<file path="src/prfc_pkg.sv">
// Shared types and constants for the physical register file with checkpoints.
// Holds the beat field widths, the operation and state encodings and the lane control struct.
// No dependencies; every other file in src imports this package.
package prfc_pkg;

    localparam int FUNC_W  = 2;
    localparam int TAG_W   = 4;
    localparam int REG_W   = 6;
    localparam int VALUE_W = 32;
    localparam int MASK_W  = 64;

    // Operation selected by one input beat. The fourth code is a hold cycle.
    typedef enum logic [FUNC_W-1:0] {
        FUNC_NORMAL  = 2'd0,
        FUNC_FLUSH   = 2'd1,
        FUNC_RECOVER = 2'd2
    } t_func;

    typedef enum logic {
        ST_IDLE,
        ST_RESTORE
    } t_state;

    // Writeback and allocation fields of one beat, broadcast to every lane.
    typedef struct packed {
        logic [REG_W-1:0]   alloc_reg;
        logic [REG_W-1:0]   alu_reg;
        logic [VALUE_W-1:0] alu_value;
        logic [REG_W-1:0]   lsu_reg;
        logic [VALUE_W-1:0] lsu_value;
        logic [REG_W-1:0]   bru_reg;
        logic [VALUE_W-1:0] bru_value;
    } t_wb_set;

    // Per-cycle control from the sequencer to all lanes.
    typedef struct packed {
        logic normal;      // normal cycle accepted: apply writebacks and allocation
        logic take;        // store the post-write state into the addressed slot
        logic rd_en;       // read the addressed slot for a restore next cycle
        logic restore;     // load the slot data read in the previous cycle
        logic snap_valid;  // the slot being restored was written since reset
    } t_lane_ctrl;

endpackage

</file>
<file path="src/prfc_out_if.sv">
// Output channel of the checkpointed register file: valid, ready and the ready mask.
// Depends on prfc_pkg for the mask width.
interface prfc_out_if import prfc_pkg::*; ();

    logic              valid;
    logic              ready;
    logic [MASK_W-1:0] ready_mask;

    modport source (
        output valid, ready_mask,
        input  ready
    );

    modport sink (
        input  valid, ready_mask,
        output ready
    );

endinterface

</file>
<file path="src/prfc_merge.sv">
// Merge stage: gathers the lane ready bits into the ready mask and holds the output beat.
// Depends on prfc_pkg for MASK_W and on prfc_out_if for the output channel.
module prfc_merge import prfc_pkg::*; #(
    parameter int PHYS_REGS = 64
) (
    input  logic                 i_clk,
    input  logic                 i_rst_n,
    input  logic                 i_load,
    input  logic [PHYS_REGS-1:1] i_lane_ready,
    prfc_out_if.source           o_out
);

    logic [MASK_W-1:0] n_mask;
    logic [MASK_W-1:0] r_mask;
    logic              r_out_valid;

    // Register 0 is always ready; bits above the register count stay zero.
    assign n_mask = MASK_W'({i_lane_ready, 1'b1});

    always_ff @(posedge i_clk) begin
        if (!i_rst_n) begin
            r_out_valid <= 1'b0;
        end else if (i_load) begin
            r_out_valid <= 1'b1;
        end else if (o_out.ready) begin
            r_out_valid <= 1'b0;
        end
    end

    always_ff @(posedge i_clk) begin
        if (i_load) begin
            r_mask <= n_mask;
        end
    end

    assign o_out.valid      = r_out_valid;
    assign o_out.ready_mask = r_mask;

endmodule

</file>
<file path="src/flat_wrapper.sv">
// flat-port wrapper written by rule: the top's interface ports become plain ports
module prfc_merge_flat import prfc_pkg::*;
#(
    parameter int PHYS_REGS = 64
)
  (i_clk, i_rst_n, i_load, i_lane_ready, o_out_valid, o_out_ready_mask, o_out_ready);
  prfc_out_if o_out_i ();
  input  logic i_clk;
  input  logic i_rst_n;
  input  logic i_load;
  input  logic [PHYS_REGS-1:1] i_lane_ready;
  output wire logic [$bits(o_out_i.valid)-1:0] o_out_valid;
  output wire logic [$bits(o_out_i.ready_mask)-1:0] o_out_ready_mask;
  input wire logic [$bits(o_out_i.ready)-1:0] o_out_ready;
  assign o_out_valid = o_out_i.valid;
  assign o_out_ready_mask = o_out_i.ready_mask;
  assign o_out_i.ready = o_out_ready;
  prfc_merge #(.PHYS_REGS(PHYS_REGS)) u_core (.i_clk(i_clk), .i_rst_n(i_rst_n), .i_load(i_load), .i_lane_ready(i_lane_ready), .o_out(o_out_i));
endmodule
</file>
<file path="config.mk">
export PLATFORM = sky130hd
export DESIGN_NAME = prfc_merge_flat
export DESIGN_NICKNAME = d
export VERILOG_FILES = /design/src/prfc_pkg.sv /design/src/prfc_out_if.sv /design/src/prfc_merge.sv /design/src/flat_wrapper.sv
export SDC_FILE = /design/constraint.sdc
export NUM_CORES = 1
export LEC_CHECK = 0
export BUFFER_PORTS_ARGS = -buffer_cell sky130_fd_sc_hd__buf_2
export CAP_MARGIN = 20
export CORE_ASPECT_RATIO = 2
export CORE_UTILIZATION = 33
export CTS_BUF_LIST = sky130_fd_sc_hd__clkbuf_8 sky130_fd_sc_hd__clkbuf_16
export DETAILED_ROUTE_END_ITERATION = 8
export PLACE_DENSITY = 0.76
export SLEW_MARGIN = 20
export SYNTH_ARGS = -nofsm -noshare
export SYNTH_HDL_FRONTEND = slang
export SYNTH_SLANG_ARGS = --single-unit
</file>
<file path="constraint.sdc">
create_clock -name i_clk -period 1.24 [get_ports i_clk]
set_clock_uncertainty 0.15 [all_clocks]
set_input_delay 0.062 -clock i_clk [delete_from_list [all_inputs] [get_ports i_clk]]
set_output_delay 0.062 -clock i_clk [all_outputs]
set_load 0.05 [all_outputs]
</file>
==> summary.txt <==
Run status
  • Status: finished clean

Worst setup path
  • Crit Path Category: register to output pin
  • Slowest-stage cell, CP: edfxtp_1
  • Critical-path cell list: buf_2
  • Critical path endpoint category: output pin
  • Critical Path RT: 1.03 ns
  • Critical path's largest stage delay: around 0.34 ns
  • Reg2reg start: u_core.o_out.valid
  • Max FO, Critical Path: 1
  • Startpoint type of the worst setup path: register
  • CP top delay family: flip-flops
  • Bufs and invs on worst path: 1
  • Data arrival, critical path: approximately 0.9 ns
  • Crit path from: u_core.o_out.ready_mask[8]

Floorplan
  • # IOs: 132
  • Die Ht: between 100 and 150 um
  • Core Rows: 39
  • Initial Util: between 30 and 40%
  • Core area: 5709 um2
  • Die area: 6221 um2
  • Die W: 56.28 um

Timing
  • Final worst slack: 0.1069 ns
  • Setup Viol. Count Final: 0
  • Fin crit share: 91.38%
  • Setup TNS: 0 ns
  • RSZ-0062 raised after global routing: false
  • Hold Vio Cnt, Final: 0
  • Min cycle time layout: 1.133 ns
  • FMAX: 0.8826 GHz
  • Final Max Slew Viols: 0

Min path
  • Min-Delay Path Class: input pin to register
  • Hold_sp: i_load

Place
  • Number of port buffers: between 100 and 150
  • RePlAce Congestion: about 0.74
  • Dpl cell area: about 2700 um2
  • Dpl ws: about 0.35 ns
  • Dpl hpwl: 2923 um

Clocking
  • Total CTS buffers: 9
  • CTS tree: built
  • Bufs on Longest Clock Path: 2
  • Resized cells post-CTS: 0
  • Clock sink count: 64
  • Clock root cell: clkbuf_16
  • Clock-pin slew on the worst setup and hold paths: 0.05 ns
  • Worst-Skew Late Latency: 0.32 ns
  • H-tree depth: 3

Job
  • Max Cap Viol: 0

Layout
  • Antenna Cells: 0
  • Final Cell Area: 3600 um2
  • Layout area overhead: 85.13%
  • Layout cells sized above 1: 51.44%
  • Final Net Count: 342
  • Final Util: ~63%

Detailed routing
  • Via count: 1460
  • DRC viols: 0
  • DRT iter0 DRCs: 36
  • Via-to-Cell Ratio: 4.307
  • Wire length per cell: 14.24 um
  • Total routed wirelength: 4827 um
  • First drt pass iteration count: 4
  • Detail Route Antenna Nets: 0

Synth
  • Seq/Total Area, Yosys: roughly 100%
  • Syn. warnings: 0
  • Syn Area/Cell: 28.59 um2
  • Netlist cell types: 6
  • Mapped Area: 1944 um2
  • Seq cells post-synth: 64
  • Synth Net Count: 135
  • Gate Count Post-Synth: a little under 70

GRT
  • Vias in the first global route: 1563
  • Total grt overflow: 0
  • GRT Overall Usage: 16.45%
  • Antenna violations before repair: 0
  • Largest net degree at the start of global routing: 34
  • First-pass GRT wire length: 7251 um

Power and ir drop
  • Pwr/cell area: 1592 nW/um2
  • Peak supply drop: 1463 uV
  • Leakage: between 0.0015 and 0.002 uW
  • Pwr Total: approximately 5700 uW
## cell families after synthesis
kind of cell | Yosys count | share of synthesized area [%]
compound gates | 1 | 0.3862
buf+inv | 1 | 0.3862
flops | 64 | 98.33
other cells | 1 | 0.1929
simple gates | 1 | 0.7077
## per-layer routing
metal,part of all wire (%),global-route usage (%),vias to the layer above
li1,-,-,685
met4,3.2,11.38,0
met1,30,13.04,685
met5,0,0,-
met3,6.9,6.323,15
met2,60,30.63,75
## repair_timing
action                                 4_1_cts  5_1_grt
endpoints found under the hold margin       64        0
hold buffers                                65        0
buffers inserted                             0        0
## final cells by class
type / count / area (um2)
multi-input cells: 3 / 25.02
well taps: 61 / 76.32
flip-flops and latches: 64 / 1912
repair buffers: 197 / 1341
clock buffers: 9 / 225.2
clock inverters: 5 / 20.02
fillers: 404 / 2110
## worst paths after layout
path	end	slack (ns)	cells past startpoint
worst max-delay path	o_out_ready_mask[8]	0.11	1
worst min-delay path	u_core.o_out.ready_mask[29]	0.09	2
worst max register to register	u_core.o_out.valid	0.40	2
worst min register to register	u_core.o_out.valid	0.44	2
## power breakdown
group	internal (uW)	total, uW	switching [uW]
sequential	2570	2610	37.8
clock	1290	2030	744
combinational	330	1090	761
total	4190	5730	1540
## state kept, by name, indices dropped and copies added, names as in the netlist
register	cells
u_core.o_out.ready_mask	63
u_core.o_out.valid	1
## stage by stage
stage / hold WS (ns) / instances
CTS: 0.07735 / 339
floorplan: 0.01087 / 68
global route: 0.09759 / 339
finish: 0.08541 / 339
detailed placement: 0.09010 / 260
global placement: 0.08800 / 260
## cells in the final DEF (no fill, tap or decap)
cell and instances:
edfxtp_1 63, o21a_1 1, inv_1 3, dfxtp_1 1, nor2b_4 1, dlygate4sd3_1 65, clkinv_2 1, buf_12 2
clkinv_1 1, buf_2 130, conb_1 1, clkbuf_16 9
## cell usage after synthesis, drive strengths merged
library cell   n  area [um2]
edfxtp        63        1892
buf            1       7.510
conb           1       3.750
dfxtp          1       20.02
nor2b          1       13.76
o21a           1       7.510
(Power assumes the default switching activity.)
