--- config.mk ---
export PLATFORM = sky130hd
export DESIGN_NAME = prfc_lane
export DESIGN_NICKNAME = d
export VERILOG_FILES = /design/src/prfc_pkg.sv /design/src/prfc_lane.sv
export SDC_FILE = /design/constraint.sdc
export NUM_CORES = 1
export LEC_CHECK = 0
export ABC_CLOCK_PERIOD_IN_PS = 1860
export BUFFER_PORTS_ARGS = -buffer_cell sky130_fd_sc_hd__buf_4
export CORE_MARGIN = 8
export CORE_UTILIZATION = 29
export CTS_CLUSTER_SIZE = 40
export DETAILED_ROUTE_END_ITERATION = 7
export PLACE_DENSITY = 0.79
export SETUP_SLACK_MARGIN = 0.2
export SYNTH_ARGS = -nofsm -noshare
export SYNTH_HDL_FRONTEND = slang
export SYNTH_SLANG_ARGS = --single-unit
--- constraint.sdc ---
create_clock -name i_clk -period 1.86 [get_ports i_clk]
set_input_delay 0.186 -clock i_clk [delete_from_list [all_inputs] [get_ports i_clk]]
set_output_delay 0.186 -clock i_clk [all_outputs]
set_load 0.02 [all_outputs]
--- src/prfc_pkg.sv ---
// Shared types and constants for the physical register file with checkpoints.
// Holds the beat field widths, the operation and state encodings and the lane control struct.
// No dependencies; every other file in src imports this package.
package prfc_pkg;

    localparam int FUNC_W  = 2;
    localparam int TAG_W   = 4;
    localparam int REG_W   = 6;
    localparam int VALUE_W = 32;
    localparam int MASK_W  = 64;

    // Operation selected by one input beat. The fourth code is a hold cycle.
    typedef enum logic [FUNC_W-1:0] {
        FUNC_NORMAL  = 2'd0,
        FUNC_FLUSH   = 2'd1,
        FUNC_RECOVER = 2'd2
    } t_func;

    typedef enum logic {
        ST_IDLE,
        ST_RESTORE
    } t_state;

    // Writeback and allocation fields of one beat, broadcast to every lane.
    typedef struct packed {
        logic [REG_W-1:0]   alloc_reg;
        logic [REG_W-1:0]   alu_reg;
        logic [VALUE_W-1:0] alu_value;
        logic [REG_W-1:0]   lsu_reg;
        logic [VALUE_W-1:0] lsu_value;
        logic [REG_W-1:0]   bru_reg;
        logic [VALUE_W-1:0] bru_value;
    } t_wb_set;

    // Per-cycle control from the sequencer to all lanes.
    typedef struct packed {
        logic normal;      // normal cycle accepted: apply writebacks and allocation
        logic take;        // store the post-write state into the addressed slot
        logic rd_en;       // read the addressed slot for a restore next cycle
        logic restore;     // load the slot data read in the previous cycle
        logic snap_valid;  // the slot being restored was written since reset
    } t_lane_ctrl;

endpackage

--- src/prfc_lane.sv ---
// One physical register lane: its value, its ready bit and its snapshot memory.
// Depends on prfc_pkg for t_lane_ctrl and t_wb_set.
module prfc_lane import prfc_pkg::*; #(
    parameter int LANE_ID    = 1,
    parameter int DATA_WIDTH = 32,
    parameter int SNAP_SLOTS = 16,
    parameter int SLOT_W     = 4
) (
    input  logic              i_clk,
    input  logic              i_rst_n,
    input  t_lane_ctrl        i_ctrl,
    input  logic [SLOT_W-1:0] i_slot,
    input  t_wb_set           i_wb,
    output logic              o_n_ready
);

    localparam logic [REG_W-1:0] LANE_REG = REG_W'(LANE_ID);

    logic                  hit_alu;
    logic                  hit_lsu;
    logic                  hit_bru;
    logic                  hit_alloc;
    logic [DATA_WIDTH-1:0] r_value;
    logic [DATA_WIDTH-1:0] n_value;
    logic                  r_ready;
    logic                  n_ready;
    // Each snapshot word holds the ready bit above the data.
    logic [DATA_WIDTH:0]   r_mem [SNAP_SLOTS];
    logic [DATA_WIDTH:0]   r_rd_data;

    assign hit_alu   = (i_wb.alu_reg == LANE_REG);
    assign hit_lsu   = (i_wb.lsu_reg == LANE_REG);
    assign hit_bru   = (i_wb.bru_reg == LANE_REG);
    assign hit_alloc = (i_wb.alloc_reg == LANE_REG);

    always_comb begin
        n_value = r_value;
        n_ready = r_ready;
        if (i_ctrl.restore) begin
            // A slot never written reads as a zero register that is ready.
            n_value = i_ctrl.snap_valid ? r_rd_data[DATA_WIDTH-1:0] : '0;
            n_ready = i_ctrl.snap_valid ? r_rd_data[DATA_WIDTH] : 1'b1;
        end else if (i_ctrl.normal) begin
            // The branch port is the last writer and wins over the other two.
            priority if (hit_bru) begin
                n_value = DATA_WIDTH'(i_wb.bru_value);
            end else if (hit_lsu) begin
                n_value = DATA_WIDTH'(i_wb.lsu_value);
            end else if (hit_alu) begin
                n_value = DATA_WIDTH'(i_wb.alu_value);
            end else begin
                n_value = r_value;
            end
            priority if (hit_alu || hit_lsu || hit_bru) begin
                n_ready = 1'b1;
            end else if (hit_alloc) begin
                n_ready = 1'b0;
            end else begin
                n_ready = r_ready;
            end
        end
    end

    assign o_n_ready = n_ready;

    always_ff @(posedge i_clk) begin
        if (!i_rst_n) begin
            r_value <= '0;
            r_ready <= 1'b1;
        end else begin
            r_value <= n_value;
            r_ready <= n_ready;
        end
    end

    always_ff @(posedge i_clk) begin
        if (i_ctrl.take) begin
            r_mem[i_slot] <= {n_ready, n_value};
        end
        if (i_ctrl.rd_en) begin
            r_rd_data <= r_mem[i_slot];
        end
    end

endmodule

==> run metrics <==
status completed; first-pass GRT wire length 3.53 mm; Longest Clk Path Bufs 2; compound-cell area share of the yosys netlist 0.0421; grt ovf 0; final hold viol count 0; DP Worst Slack 0.250 ns; xor/xnor share of the synthesized area 0; WL final 2.29 mm; maximum clock frequency 640 MHz; synth-to-layout area growth 38.5%; PwrDens 658 mW/mm^2; crit path max fanout 5; die area 0.00510 sq mm; Min-Delay Endpoint r_rd_data[32]; Hold-fix buffers, CTS 0; initial antenna violation count 0; Buffers on Ports 35; post-synthesis mux area share 0.121; register area 531 sq um; CP arrival 1.38 ns; fill count 287; max-slew violation count 0; Setup Skew 0.00749 ns; synthesized cell area 891 sq um; Tot GR Track Use 0.0888; Critical Path RT 1.67 ns; Synth Warn # 0; routed len/inst 16.4 um; Synth area leader edfxtp_1; Placed Cells 134; sequential fraction of the synthesis area 0.596; CTS Sinks 18; Post-Syn Area per Cell 13.3 sq um; final setup TNS 0 ns; multi-input logic area 344 sq um; Worst Tran Pin Value 0.295 ns; Root Driver clkbuf_4; main combinational cell family by area after synthesis simple AND/OR/NAND/NOR gates; vias in the first global route 738; Cells after Synth 67; Area contributors post-synth edfxtp_1, mux4_1, nor2_1; CTS H-tree depth 1; largest net degree at the start of global routing 12; Max-Cap Viols 0; max_slew headroom 0.802; TritonRoute pass-1 iters 4; final setup fails 0; Final HPWL DP 1.82 mm; Lkg Pwr 0.455 nW; Tcrit/Tclk final 0.840; r2r worst-path depth 4; setup slack after layout 0.297 ns; Die X 71.4 um; DRC violations left 0; Initial Utilization 0.299; register bit total from synthesis 18; min-delay src i_ctrl[2]; Core Region 0.00298 sq mm; layout cells sized above 1 0.443; Ports 132; area share of fa/ha/maj cells after synthesis 0; Core Rows 20; Yosys cell types 24; Hold Path Depth 1; Finished Layout Cells 139; CTS tree done; Vias/cell 5.10; r2r startpoint r_mem[3][32]; critical path launch point type flip-flop; clk_lat worst skew 0.29 ns; RSZ-0062 raised after global routing no; Worst Setup SP r_rd_data[32]; syn_nets 198; number of buffers created by CTS 3; min Tclk post-route 1.56 ns; Simple-Gate Fraction of Synth Area 0.221; Layout Nets 238; hold crit path type primary input to flip-flop; FF-to-FF End r_rd_data[32]; Routed Antenna Nets 0; CP Capture Type primary output; Iter 0 DRT Violations 13; worst reg2reg setup slack 0.36 ns; ANT cells 0; peak supply drop 378 uV; area share of the largest cell type after synthesis 0.573; Die H 71.4 um; post-route cell area 0.00123 sq mm; Cell Area, Placed 0.00119 sq mm; Reg clk slew, reported paths 0.10 ns; DR vias 709; Final GP Congestion 0.786; crit path kind flip-flop to primary output
[report_power, final]
part	internal [mW]	switching (mW)	leakage, nW
Combinational	0.0737	0.0496	0.279
Clock	0.119	0.115	0.0210
Sequential	0.452	0.00232	0.156
[metrics by stage]
stage | hold WS, ns | util | power, mW
2_1_floorplan | 0.298 | - | 0.510
3_3_place_gp | 0.387 | 0.399 | 0.579
4_1_cts | 0.0826 | 0.412 | 0.818
5_1_grt | 0.0680 | 0.414 | 0.849
6_report | 0.0861 | 0.414 | 0.812
3_5_place_dp | 0.390 | 0.399 | 0.584
[layout make-up]
| class | instances | area share |
|---|---|---|
| flip-flops and latches | 18 | 0.430 |
| multi-input cells | 46 | 0.279 |
| repair buffers | 37 | 0.225 |
| well taps | 33 | 0.0335 |
| clock buffers | 4 | 0.0294 |
| inverters | 1 | 0.00304 |
[worst max-delay path by stage]
stage,to,slack (ns)
after floorplan,r_rd_data[32],0.46
after global placement,o_n_ready,0.26
after detailed placement,r_mem[11][32],0.25
after CTS,o_n_ready,0.26
after global routing,o_n_ready,0.22
final,o_n_ready,0.30
[Yosys cell counts]
| library cell | count |
|---|---|
| mux4_2 | 2 |
| nand3_1 | 1 |
| nor2b_1 | 1 |
| a311oi_1 | 1 |
| nand3b_1 | 5 |
| nor4_1 | 4 |
| inv_1 | 1 |
| nand2b_1 | 1 |
| mux4_1 | 2 |
| or3b_2 | 2 |
| dfxtp_1 | 1 |
| nor4b_1 | 1 |
| mux2i_1 | 1 |
| or2b_1 | 1 |
| nor2_1 | 13 |
| clkbuf_1 | 1 |
| buf_6 | 1 |
| or2_2 | 1 |
| nand2_1 | 2 |
| a21oi_1 | 2 |
| o22ai_1 | 1 |
| nor3_1 | 4 |
| edfxtp_1 | 17 |
| a211oi_2 | 1 |
[cell families after synthesis]
family,after synthesis
and+or+nand+nor,36
DFF,18
AOI/OAI and AO/OA,5
muxes,5
buffers and inverters,3
[placed cells by master (no fill, tap or decap), types with 2 or more instances in the layout]
cell and count:
nor4_1 4, nand3b_1 5, nand2_1 2, nor2_1 13
mux4_2 2, buf_4 37, edfxtp_1 17, or3b_2 2
nor3_1 4, mux4_1 2, clkbuf_4 3, a21oi_1 2
[sequential cells by signal, indices dropped and copies added, names as in the netlist]
signal,flops
r_mem,16
r_rd_data,1
r_ready,1
[metal layers]
metal	vias up	routed length [um]	global-route usage
li1	340	-	-
met1	331	947	0.0890
met2	36	1040	0.153
met3	2	288	0.0572
met4	0	12	0.0139
met5	-	0	0
[critical path, stage by stage, from the launching register on]
cell,delay [ns]
edfxtp_1,0.37
nor2_1,0.06
a311oi_1,0.30
or2_4,0.21
buf_4,0.14
[repair_timing]
item | 4_1_cts | 5_1_grt
gates cloned | 0 | 0
buffers inserted | 0 | 1
setup endpoints to repair | 1 | 1
resized for setup | 1 | 0
pin swaps | 0 | 1
Note: power is estimated with default switching activity, not from simulation.
